<file path="src/hdl/ppp_pkg.sv">
// shared types, constants and register codes of the pupil position projector
package ppp_pkg;

   // register indexes
   localparam logic [2:0] CSR_FRAME_WIDTH  = 3'd0;
   localparam logic [2:0] CSR_FRAME_HEIGHT = 3'd1;
   localparam logic [2:0] CSR_RIM_WIDTH    = 3'd2;
   localparam logic [2:0] CSR_IRIS_WIDTH   = 3'd3;
   localparam logic [2:0] CSR_IRIS_HEIGHT  = 3'd4;

   // register reset values
   localparam logic [9:0] RST_FRAME_WIDTH  = 10'd64;
   localparam logic [9:0] RST_FRAME_HEIGHT = 10'd64;
   localparam logic [9:0] RST_RIM_WIDTH    = 10'd8;
   localparam logic [9:0] RST_IRIS_WIDTH   = 10'd16;
   localparam logic [9:0] RST_IRIS_HEIGHT  = 10'd16;

   // alignment codes, anything else acts as start
   localparam logic [1:0] ALIGN_CENTER = 2'd1;
   localparam logic [1:0] ALIGN_END    = 2'd2;

   // datapath widths
   localparam int ROOT_BITS = 13;  // quotient bits resolved, one per step stage
   localparam int Q_W       = 60;  // radicand
   localparam int A_W       = 40;  // numerator magnitude
   localparam int R_W       = 80;  // numerator squared, residual
   localparam int P_W       = 73;  // radicand times partial quotient
   localparam int D_W       = 90;  // step subtrahend
   localparam int C_W       = 9;   // frame center

   // pipeline depth: five front stages, root steps, output stage
   localparam int FRONT_STAGES = 5;
   localparam int PIPE_STAGES  = FRONT_STAGES + ROOT_BITS + 1;

   typedef struct packed {
      logic signed [15:0] pointer_x;
      logic signed [15:0] pointer_y;
      logic signed [15:0] widget_x;
      logic signed [15:0] widget_y;
      logic [11:0]        widget_width;
      logic [11:0]        widget_height;
      logic [1:0]         horizontal_align;
      logic [1:0]         vertical_align;
   } req_type;

   typedef struct packed {
      logic signed [11:0] pupil_x;
      logic signed [11:0] pupil_y;
   } rsp_type;

   typedef struct packed {
      logic [9:0] frame_width;
      logic [9:0] frame_height;
      logic [9:0] rim_width;
      logic [9:0] iris_width;
      logic [9:0] iris_height;
   } cfg_type;

   // one lane of the root search
   typedef struct packed {
      logic [R_W-1:0]       r;    // numerator squared minus 4 f^2 q
      logic [P_W-1:0]       p;    // q times f
      logic [ROOT_BITS-1:0] f;    // quotient so far
      logic                 neg;  // offset is negative
   } lane_type;

   typedef struct packed {
      logic [Q_W-1:0] q;
      logic           qz;
      logic [C_W-1:0] cx;
      logic [C_W-1:0] cy;
      lane_type       lx;
      lane_type       ly;
   } step_type;

endpackage

</file>
<file path="src/hdl/ppp_back.sv">
// output stage: truncation toward zero and frame center offset
module ppp_back (
   input  logic              clock,
   input  logic              en,
   input  ppp_pkg::step_type step_in,
   output ppp_pkg::rsp_type  rsp_data
);

   ppp_pkg::rsp_type rsp_ff, rsp_in;

   // center plus offset, truncated toward zero
   function automatic logic [11:0] place(ppp_pkg::lane_type l,
                                         logic [ppp_pkg::C_W-1:0] c, logic qz);
      logic signed [15:0] cs, mag, fs, fl, ce, pick, res;
      cs   = $signed({7'b0, c});
      fs   = $signed({3'b0, l.f});
      mag  = fs + $signed({15'b0, (l.r != '0)});
      fl   = l.neg ? -mag : fs;
      ce   = l.neg ? -fs : mag;
      pick = (fl >= -cs) ? fl : ce;
      res  = qz ? cs : cs + pick;
      return res[11:0];
   endfunction

   always_comb begin
      rsp_in.pupil_x = place(step_in.lx, step_in.cx, step_in.qz);
      rsp_in.pupil_y = place(step_in.ly, step_in.cy, step_in.qz);
   end

   always_ff @(posedge clock) begin
      if (en) begin
         rsp_ff <= rsp_in;
      end
   end

   assign rsp_data = rsp_ff;

endmodule

</file>
<file path="config.mk">
export PLATFORM = sky130hd
export DESIGN_NAME = ppp_back
export DESIGN_NICKNAME = d
export VERILOG_FILES = /design/src/hdl/ppp_pkg.sv /design/src/hdl/ppp_back.sv
export SDC_FILE = /design/constraint.sdc
export NUM_CORES = 1
export LEC_CHECK = 0
export BUFFER_PORTS_ARGS = -buffer_cell sky130_fd_sc_hd__buf_2
export CAP_MARGIN = 5
export CELL_PAD_IN_SITES_DETAIL_PLACEMENT = 0
export CELL_PAD_IN_SITES_GLOBAL_PLACEMENT = 1
export CORE_AREA = 2 2 170 172
export CTS_CLUSTER_DIAMETER = 50
export DETAILED_ROUTE_END_ITERATION = 8
export DIE_AREA = 0 0 172 174
export PLACE_DENSITY = 0.64
export RECOVER_POWER = 50
export SETUP_SLACK_MARGIN = 0.3
export SYNTH_ARGS = -nofsm -noshare
export SYNTH_HDL_FRONTEND = slang
export SYNTH_SLANG_ARGS = --single-unit
</file>
<file path="constraint.sdc">
create_clock -name clock -period 6.9 [get_ports clock]
set_input_delay 0.345 -clock clock [delete_from_list [all_inputs] [get_ports clock]]
set_output_delay 0.345 -clock clock [all_outputs]
set_load 0.005 [all_outputs]
</file>
# Yosys cells after proc, flatten, opt, wreduce, memory -nomap -nowiden
# Cells that the tools add are included.
# W data, S select, Z words.
dict set report word_totals {
  reg_bits 24
  in_bits 415
  out_inout_bits 24
  elab_cells 26
}
dict set report op_classes {
  add_sub_neg 10
  order_cmp 2
  mux 8
  n_reduce_logical 2
}
# operator n
set ops {}
lappend ops {{$reduce_bool A80 Y1} 2}
lappend ops {{$mux W12} 4}
lappend ops {{$ge A16 B16 Y1} 2}
lappend ops {{$mux W16} 2}
lappend ops {{$neg A14 Y16} 2}
lappend ops {{$neg A9 Y16} 2}
lappend ops {{$add A13 B1 Y14} 2}
lappend ops {{$add A10 B12 Y12} 2}
lappend ops {{$neg A12 Y12} 2}
lappend ops {{$mux W9} 2}

# Logic depth before layout (Yosys ltp)
# Gate-level depths: netlist (run 1).
dict set report logic_depth {
  depth_word 8
  ltp_mapped 37
  mapped_depth_nobuf 36
}

# Least setup slack after synthesis (run 1)
# No wires, ideal clock.
dict set report synth_path {
  kind {input to register}
  start {input step_in[290] (netlist name)}
  end {register rsp_ff, in the netlist rsp_data[22] (data pin)}
  setup_ns 0.266
  t_arrival_ns 7.207
  required_ns 6.634
  path_slack_ns -0.573
  path_stages 32
  path_buffers 1
  path_cell_list {nor4_1 nand4_1 nor3_1 nand2_1 ha_1 ha_1 inv_1 ha_1 or4b_2 o31ai_1 o21ai_0 nor3_1 and3_1 o21ai_0 xnor2_1 ha_1 nand4_1 a211o_1 and4b_1 o21ai_1 clkbuf_1 mux2_2 fa_1 a21o_1 a21oi_1 o21bai_1 a21oi_1 nor2b_1 o31a_1 o21ai_0 xor2_1 nor2_1}
}
dict set report synth_via {
  elab_chain_len 7
  word_cells_on_any_way 8
  classes_between {add/sub: 3; order compare: 1; mux: 3; reduce/logical: 1}
}
# item line
set synth_lines {}
lappend synth_lines {{start, declared} ppp_back.sv:5} ;# input ppp_pkg::step_type step_in,
lappend synth_lines {{$reduce_bool A80 Y1 *} ppp_back.sv:17} ;# mag = fs + $signed({15'b0, (l.r != '0)});
lappend synth_lines {{$add A13 B1 Y14 *} ppp_back.sv:17}
lappend synth_lines {{$neg A14 Y16} ppp_back.sv:18} ;# fl = l.neg ? -mag : fs;
lappend synth_lines {{$mux W16} ppp_back.sv:18}
lappend synth_lines {{$ge A16 B16 Y1} ppp_back.sv:20} ;# pick = (fl >= -cs) ? fl : ce;
lappend synth_lines {{$mux W12 *} ppp_back.sv:20}
lappend synth_lines {{$add A10 B12 Y12 *} ppp_back.sv:21} ;# res = qz ? cs : cs + pick;
lappend synth_lines {{end signal, assigned} ppp_back.sv:32} ;# rsp_ff <= rsp_in;
lappend synth_lines {{end, declared} ppp_back.sv:9} ;# ppp_pkg::rsp_type rsp_ff, rsp_in;
# Mark *: on every way between the ends. The rest lies on a longest branch, timed or not.
# A chain may end at the register's enable or synchronous reset.

# Final worst setup path (run 1)
# Ends and elaborated chain as after synthesis.

==> results of run 1 <==
## routing by layer
layer  vias to the layer above  global-route usage, %
met1                      3127                  18.45
met3                        12                  2.049
met2                        86                  20.28
met4                         2                  1.261
li1                       3424                      -
met5                         -                      0
## area by class of cell
cell class | instances | area share (%)
Multi-Input combinational cell | 648 | 59.74
Timing Repair Buffer | 350 | 24.05
Sequential cell | 24 | 8.211
Tap cell | 384 | 5.474
Inverter | 29 | 1.269
Clock buffer | 3 | 0.8553
Clock inverter | 1 | 0.3421
Antenna cell | 2 | 0.05702
## what timing repair did
item / in CTS / in global routing
pin swaps: 40 / 57
gates resized for setup: 47 / 89
hold buffers: 0 / 0
hold endpoints to repair: 0 / 0
buffers inserted: 7 / 9
endpoints found under the setup margin: 10 / 14
## metrics by stage
stage	area (um2)	power (W)	util (%)	setup TNS (ns)
after floorplan	5675	0.0005042	-	0
after global placement	7874	0.0007391	27.88	-1.408
after detailed placement	7874	0.0007426	27.88	-1.747
after CTS	8242	0.0009421	29.19	0
after global routing	8777	0.001072	31.08	-0.1581
final	8777	0.0009896	31.08	0
## power by group
part	total (W)	internal [W]	switching, W
Clock	0.000170	0.000115	0.0000541
Combinational	0.000621	0.000309	0.000312
Sequential	0.000199	0.000191	0.00000813
Total	0.000990	0.000615	0.000374
## placed cells by master, fill, tap and decap left out, types with 6 or more instances in the layout
cell type | synthesis | routed
sky130_fd_sc_hd__buf_2 | 6 | 217
sky130_fd_sc_hd__buf_4 | 4 | 110
sky130_fd_sc_hd__nand2_1 | 66 | 65
sky130_fd_sc_hd__nor2_1 | 61 | 57
sky130_fd_sc_hd__ha_1 | 62 | 52
sky130_fd_sc_hd__xnor2_1 | 52 | 48
sky130_fd_sc_hd__nor4_1 | 64 | 41
sky130_fd_sc_hd__o21ai_0 | 46 | 35
sky130_fd_sc_hd__a21oi_1 | 48 | 33
sky130_fd_sc_hd__xor2_1 | 34 | 30
sky130_fd_sc_hd__inv_1 | 27 | 25
sky130_fd_sc_hd__edfxtp_1 | 24 | 24
sky130_fd_sc_hd__nand4_1 | 21 | 21
sky130_fd_sc_hd__nand3_1 | 20 | 19
sky130_fd_sc_hd__nor3_1 | 20 | 15
sky130_fd_sc_hd__nor4_2 | 0 | 15
sky130_fd_sc_hd__buf_6 | 1 | 15
sky130_fd_sc_hd__a21oi_2 | 0 | 13
sky130_fd_sc_hd__mux2_2 | 11 | 10
sky130_fd_sc_hd__o21ai_2 | 1 | 9
sky130_fd_sc_hd__nor4_4 | 0 | 8
sky130_fd_sc_hd__mux2i_1 | 9 | 8
sky130_fd_sc_hd__clkbuf_1 | 27 | 8
sky130_fd_sc_hd__o31ai_1 | 8 | 7
sky130_fd_sc_hd__o21a_1 | 7 | 7
sky130_fd_sc_hd__and3_1 | 6 | 6
sky130_fd_sc_hd__ha_2 | 0 | 6
## kinds of logic (layout without fill, tap and decap cells)
logic type,Yosys count,count (layout),share of synthesized area [%]
AO/OA/AOI/OAI,172,172,20.45
XOR/XNOR,87,87,13.79
adder cells (fa/ha/maj),64,64,14.62
buffers and inverters,73,383,5.448
flip-flops,24,24,12.91
multiplexers,20,20,3.834
other,0,2,0
AND/OR/NAND/NOR,305,305,28.95
## worst max-delay path, delay by kind of cell
family          cells  cell delay [ns]
fa+ha+maj           6             1.45
compound gates     13             1.93
buf+inv             5             0.53
xor+xnor            2             0.34
simple gates       12             2.03
## worst max-delay path by stage
stage | startpoint | end | slack, ns | cells past startpoint
floorplan | step_in[290] | rsp_data[22] | 0.32 | 35
global placement | step_in[308] | rsp_data[23] | -0.39 | 35
detailed placement | step_in[257] | rsp_data[22] | -0.42 | 36
CTS | step_in[266] | rsp_data[22] | 0.07 | 37
global route | step_in[313] | rsp_data[22] | -0.12 | 39
finish | step_in[290] | rsp_data[22] | 0.22 | 38
==> parameters.txt, run 1 <==
Parameter                              Value

Power
  Leakage power summed over all cells ... 3.641 nW
  Peak supply drop ... 0.1237 mV
  PwrDens ... 112.7 nW/um2

Detailed routing
  Met2 routed WL ... 9903 um
  Final routed DRC violation total ... 0
  Max layer used ... met5
  Starting DRC count in detailed routing ... 282
  Met3 routed wirelength ... 584 um
  Via total after detailed routing ... around 6700
  Number of routed nets with antenna violations ... 0
  Detailed-routing wirelength on met1 ... 9862 um
  Post-Route WL ... 20510 um
  Number of detailed-routing iterations run before antenna repair ... 4
  Average wire length per cell after detail routing ... 14.23 um
  Mean number of vias per cell ... 4.616

Synthesis
  Synthesized netlist net count ... 1224
  Most repeated cell in the gate-level netlist after synthesis ... sky130_fd_sc_hd__nand2_1
  Synthesized area per cell ... 7.490 um2
  Sequential-to-total area share from yosys stat ... 12.91%
  Largest cells by area after synthesis ... sky130_fd_sc_hd__ha_1 (14%), sky130_fd_sc_hd__edfxtp_1 (13%), sky130_fd_sc_hd__xnor2_1 (8.2%), sky130_fd_sc_hd__nor4_1 (7.2%), sky130_fd_sc_hd__xor2_1 (5.3%)
  EDFF count, synth ... 24
  Library cells used by synthesis ... 85
  Yosys warns ... 0
  Synth top area share ... between 10% and 20%
  Cell taking the most area after synthesis ... sky130_fd_sc_hd__ha_1
  Top_reg_cell synth ... sky130_fd_sc_hd__edfxtp_1
  Synthesized netlist cell count ... 745
  Post-synthesis register bit count ... 24
  Top cells by count, synth ... sky130_fd_sc_hd__nand2_1 (66), sky130_fd_sc_hd__nor4_1 (64), sky130_fd_sc_hd__ha_1 (62)
  Asr flop ratio synth ... 0%
  Netlist area before placement ... around 5600 um2

Cells and area
  Number of fill cells in the layout ... 3081
  Layout area overhead ... 57.29%
  Flip-flop count of the largest register, all copies and words added ... 24
  Area occupied by multi-input gates ... 5244 um2
  Total Nets Final ... around 1500
  Storage element area ... 720.7 um2
  Fin cells ... 1441
  Proportion of layout cells with a drive suffix above 1 ... 45.31%

Hold path
  Hold Path Sink ... rsp_data[17]
  Path category of the worst min-delay check ... input pin to register
  Hold depth ... 3
  Hold path startpoint ... step_in[348]

Global routing
  Global route total overflow ... 0
  All-Layer GR Usage ... 12.69%
  Pin count of the biggest net entering global routing ... 39
  Global-route wire length before repair ... about 31000 um
  Number of antenna violations at the first check in global routing ... 3
  Via count of the first global-routing pass ... 6293

Critical path
  Slowest cell on crit path ... sky130_fd_sc_hd__or4b_4
  Critical path arrival ... 6.66 ns
  Worst Setup End Kind ... register
  Startpoint type of the worst setup path ... input pin
  Longest individual stage delay on the worst path ... 0.46 ns
  Max Fanout on Critical Path ... 3
  Data required time of the critical path ... between 6 and 7 ns
  Critical path class ... input pin to register

Timing
  Max Clk Rate ... 149.7 MHz
  Final worst path period share ... between 90% and 100%
  Worst slew slack as a fraction of its limit ... 6.334%
  Worst-case setup margin in the final layout ... 0.2202 ns
  Unrepaired setup endpoints after global routing ... yes
  Final hold viol count ... 0
  Hold slack final ... between 0.4 and 0.5 ns
  Max Transition Viols Final ... 0
  Min Tclk post-route ... between 6 and 7 ns
  Final count of negative-setup-slack endpoints ... 0
  Worst slew pin tran ... 1.405 ns

Floorplanning
  I/O pin total ... 439
  Die ar. ... 29930 um2
  Horiz. Die Dim ... around 170 um
  Site Rows ... slightly above 60
  Die Span Y ... around 170 um
  Initial core utilization ... 19.76%
  Core area ... 28240 um2

Placed design
  Port Buf Inserts ... 232
  Worst slack, placed ... -0.4179 ns
  Total placed cells including tap cells ... 1419
  GP Congestion ... 0.7938
  Post-detailed-placement half-perimeter wirelength ... 16710 um

CTS
  Clock transition at the register clock pins on the worst setup and hold paths after CTS ... roughly 0.070 ns
  Buffer levels on the longest clock path ... 2
  Buffer type at the clock tree root ... sky130_fd_sc_hd__clkbuf_16
  Number of levels in the clock H-tree ... 1
  Clock tree from TritonCTS ... built
  Clock sinks ... 24
  Cts bufs inserted ... 3

Outcome
  Outcome ... finished, final reports clean

Flow run
  Number of violations of the max-capacitance limit ... 0
Note: power is estimated with default switching activity, not from simulation.
==> run 2, diff against run 1 <==
- BUFFER_PORTS_ARGS: -buffer_cell sky130_fd_sc_hd__buf_2 -> unset
- CORE_AREA: 2 2 170 172 -> 2 2 169 171
- DIE_AREA: 0 0 172 174 -> 0 0 171 173
- DONT_BUFFER_PORTS: unset -> 1
- PLACE_DENSITY: 0.64 -> 0.43
==> run 2 against run 1 <==
Clock-buffer cell count unchanged. Critical endpoint is now rsp_data[23]. Final cell count down 18%. Sequential power up 5%. Worst setup slack better by 0.22 ns. Highest routed layer is now met4. Largest power group unchanged. Wire length down 2.7%. Largest cell class unchanged. Clock power about the same.
==> parameters.txt, run 2 (synthesis results as in run 1) <==
Parameter                              Value

Flow run
  Number of violations of the max-capacitance limit ... 0 (unchanged)

Cells and area
  Proportion of layout cells with a drive suffix above 1 ... 26.49% (-19 points)
  Utilization after layout ... 26.13% (-5.0 points)
  Flip-flop count of the largest register, all copies and words added ... 24 (unchanged)
  Total Nets Final ... 1288 (-16%)
  Number of diodes added for antenna fixing ... 0 (-2)
  Area occupied by multi-input gates ... 5017 um2 (-4.3%)
  Storage element area ... 720.7 um2 (unchanged)
  Summed area of non-filler cells in the final layout ... 7219 um2 (-18%)
  Layout area overhead ... 29.37%
  Most used cells in the layout excluding fill and tap cells ... sky130_fd_sc_hd__buf_4 (98), sky130_fd_sc_hd__nand2_1 (66), sky130_fd_sc_hd__nor2_1 (57)
  Most common cell after layout, fill and taps aside ... sky130_fd_sc_hd__buf_4
  Number of fill cells in the layout ... 3090 (+0.29%)

Detailed routing
  Via total after detailed routing ... 5677 (-15%)
  Number of routed nets with antenna violations ... 0 (unchanged)
  Post-Route WL ... 19950 um (-2.7%)
  Average wire length per cell after detail routing ... 16.82 um (+18%)
  Mean number of vias per cell ... 4.787 (+3.7%)
  Final routed DRC violation total ... 0 (unchanged)
  Number of detailed-routing iterations run before antenna repair ... 4 (unchanged)
  Starting DRC count in detailed routing ... 193 (-32%)

Outcome
  Outcome ... finished, final reports clean

Floorplanning
  Die Span Y ... 173 um (-0.57%)
  Core area ... 27630 um2 (-2.2%)
  Die ar. ... 29580 um2 (-1.2%)
  I/O pin total ... 439 (unchanged)
  Site Rows ... 61 (-1.6%)
  Horiz. Die Dim ... 171 um (-0.58%)
  Initial core utilization ... 20.20% (+0.43 points)

Global routing
  Global route total overflow ... 0 (unchanged)
  Global-route wire length before repair ... 30620 um (-2.3%)
  All-Layer GR Usage ... 12.95% (+0.26 points)
  Number of antenna violations at the first check in global routing ... 0 (-3)
  Via count of the first global-routing pass ... 5708 (-9.3%)
  Pin count of the biggest net entering global routing ... 39 (unchanged)

Critical path
  Data required time of the critical path ... 6.93 ns (+0.05 ns)
  Startpoint type of the worst setup path ... input pin
  Critical path class ... input pin to register
  Max Fanout on Critical Path ... 5 (+2)
  Slowest cell on crit path ... sky130_fd_sc_hd__or3_4
  Most frequent cell on the critical path ... sky130_fd_sc_hd__buf_4
  Worst Setup End Kind ... register
  Longest individual stage delay on the worst path ... 0.40 ns (-0.06 ns)
  Critical path arrival ... 6.49 ns (-0.17 ns)

Timing
  Max Transition Viols Final ... 0 (unchanged)
  Min Tclk post-route ... 6.463 ns (-0.2171 ns)
  Final hold viol count ... 0 (unchanged)
  Final count of negative-setup-slack endpoints ... 0 (unchanged)
  Worst slew pin tran ... 0.6185 ns (-0.7865 ns)
  Hold slack final ... 0.1889 ns (-0.2608 ns)
  Worst-case setup margin in the final layout ... 0.4373 ns (+0.2171 ns)
  Worst slew slack as a fraction of its limit ... 58.39% (+52 points)
  Unrepaired setup endpoints after global routing ... yes
  Max Clk Rate ... 154.7 MHz (+3.4%)
  Final worst path period share ... 93.66% (-3.1 points)

Placed design
  Post-detailed-placement half-perimeter wirelength ... 16890 um (+1.1%)
  GP Congestion ... 0.8674 (+9.3%)
  Port Buf Inserts ... 0 (-100%)
  Total cell area at the placement stage ... 6638 um2 (-16%)
  Worst slack, placed ... -0.3157 ns (+0.1022 ns)

CTS
  Number of levels in the clock H-tree ... 1 (unchanged)
  Clock transition at the register clock pins on the worst setup and hold paths after CTS ... 0.07 ns (about the same)
  Cts bufs inserted ... 3 (unchanged)
  Clock sinks ... 24 (unchanged)
  Count of hold-fix buffers inserted at cts ... 0 (unchanged)
  Clock tree from TritonCTS ... built
  Buffer type at the clock tree root ... sky130_fd_sc_hd__clkbuf_16
  Buffer levels on the longest clock path ... 2 (unchanged)

Power
  Leakage power summed over all cells ... 2.641 nW (-27%)
  Sequential Power Share ... 25.0% (+4.9 points)
  Clock share of power ... 20.5% (+3.4 points)
  Relative contribution of combinational cells to total power ... 54.5% (-8.2 points)
  PwrDens ... 114.9 nW/um2 (+1.9%)
  Switching share of power ... 34.56% (-3.3 points)
  Internal power of the cells ... 0.0005428 W (-12%)
  Total net switching power ... 0.0002866 W (-23%)
  Peak supply drop ... 0.08205 mV (-34%)

Hold path
  Path category of the worst min-delay check ... input pin to register
-- run 2: cell count changes in the layout (fill, tap and decap cells not counted), moves of 4 or more --
cell / change
sky130_fd_sc_hd__buf_2: -217
sky130_fd_sc_hd__buf_4: -12
sky130_fd_sc_hd__buf_6: -10
sky130_fd_sc_hd__nor4_1: +9
sky130_fd_sc_hd__clkbuf_1: -8
sky130_fd_sc_hd__nor4_2: -5
sky130_fd_sc_hd__a21oi_1: +4
sky130_fd_sc_hd__ha_1: +4
sky130_fd_sc_hd__nor4_4: -4
sky130_fd_sc_hd__xor2_1: +4
sky130_fd_sc_hd__xor2_2: -4
-- run 2: cell type report --
type	count	share of cell area, %
multi-input combinational	648	69.50
inverter	29	1.542
sequential	24	9.983
clock inverter	1	0.4159
tap	378	6.551
clock buffer	3	1.040
timing repair buffer	103	10.97
-- run 2: worst paths after layout --
path	depth (start not counted)	startpoint	endpoint	slack (ns)
max	32	step_in[254]	rsp_data[23]	0.44
min	0	en	rsp_data[23]	0.19
-- run 2: power groups by stage --
| stage | logic [W] | clock network, W | registers (W) |
|---|---|---|---|
| after global routing | 0.000511 | 0.000181 | 0.000210 |
| after global placement | 0.000412 | 0 | 0.000213 |
| after CTS | 0.000420 | 0.000175 | 0.000209 |
| after floorplan | 0.000301 | 0 | 0.000203 |
| final | 0.000452 | 0.000170 | 0.000208 |
| after detailed placement | 0.000413 | 0 | 0.000213 |
-- run 2: stage by stage --
step	total power (W)	cells	setup TNS, ns
global route	0.0009020	1186	-0.03249
global placement	0.0006250	1172	-1.184
finish	0.0008294	1186	0
CTS	0.0008041	1179	0
detailed placement	0.0006261	1172	-1.018
floorplan	0.0005042	745	0
-- run 2: repair_timing --
item | 4_1_cts | 5_1_grt
pin swaps | 10 | 30
gates resized for setup | 14 | 75
setup buffers | 3 | 7
endpoints found under the setup margin | 8 | 13
-- run 2: layer usage --
layer	track usage (%)	up-vias	wire length, um
met1	15.80	2591	8590
met2	23.98	160	10000
met3	2.449	9	1188
met4	1.518	0	175
met5	0	-	0
li1	-	2917	-
-- run 2: critical path, delay by kind of cell --
kind	cells	cell delay, ns
compound gates	8	1.85
xor+xnor	3	0.47
fa+ha+maj	4	1.00
mux	1	0.36
simple gates	11	1.80
buf+inv	5	0.65
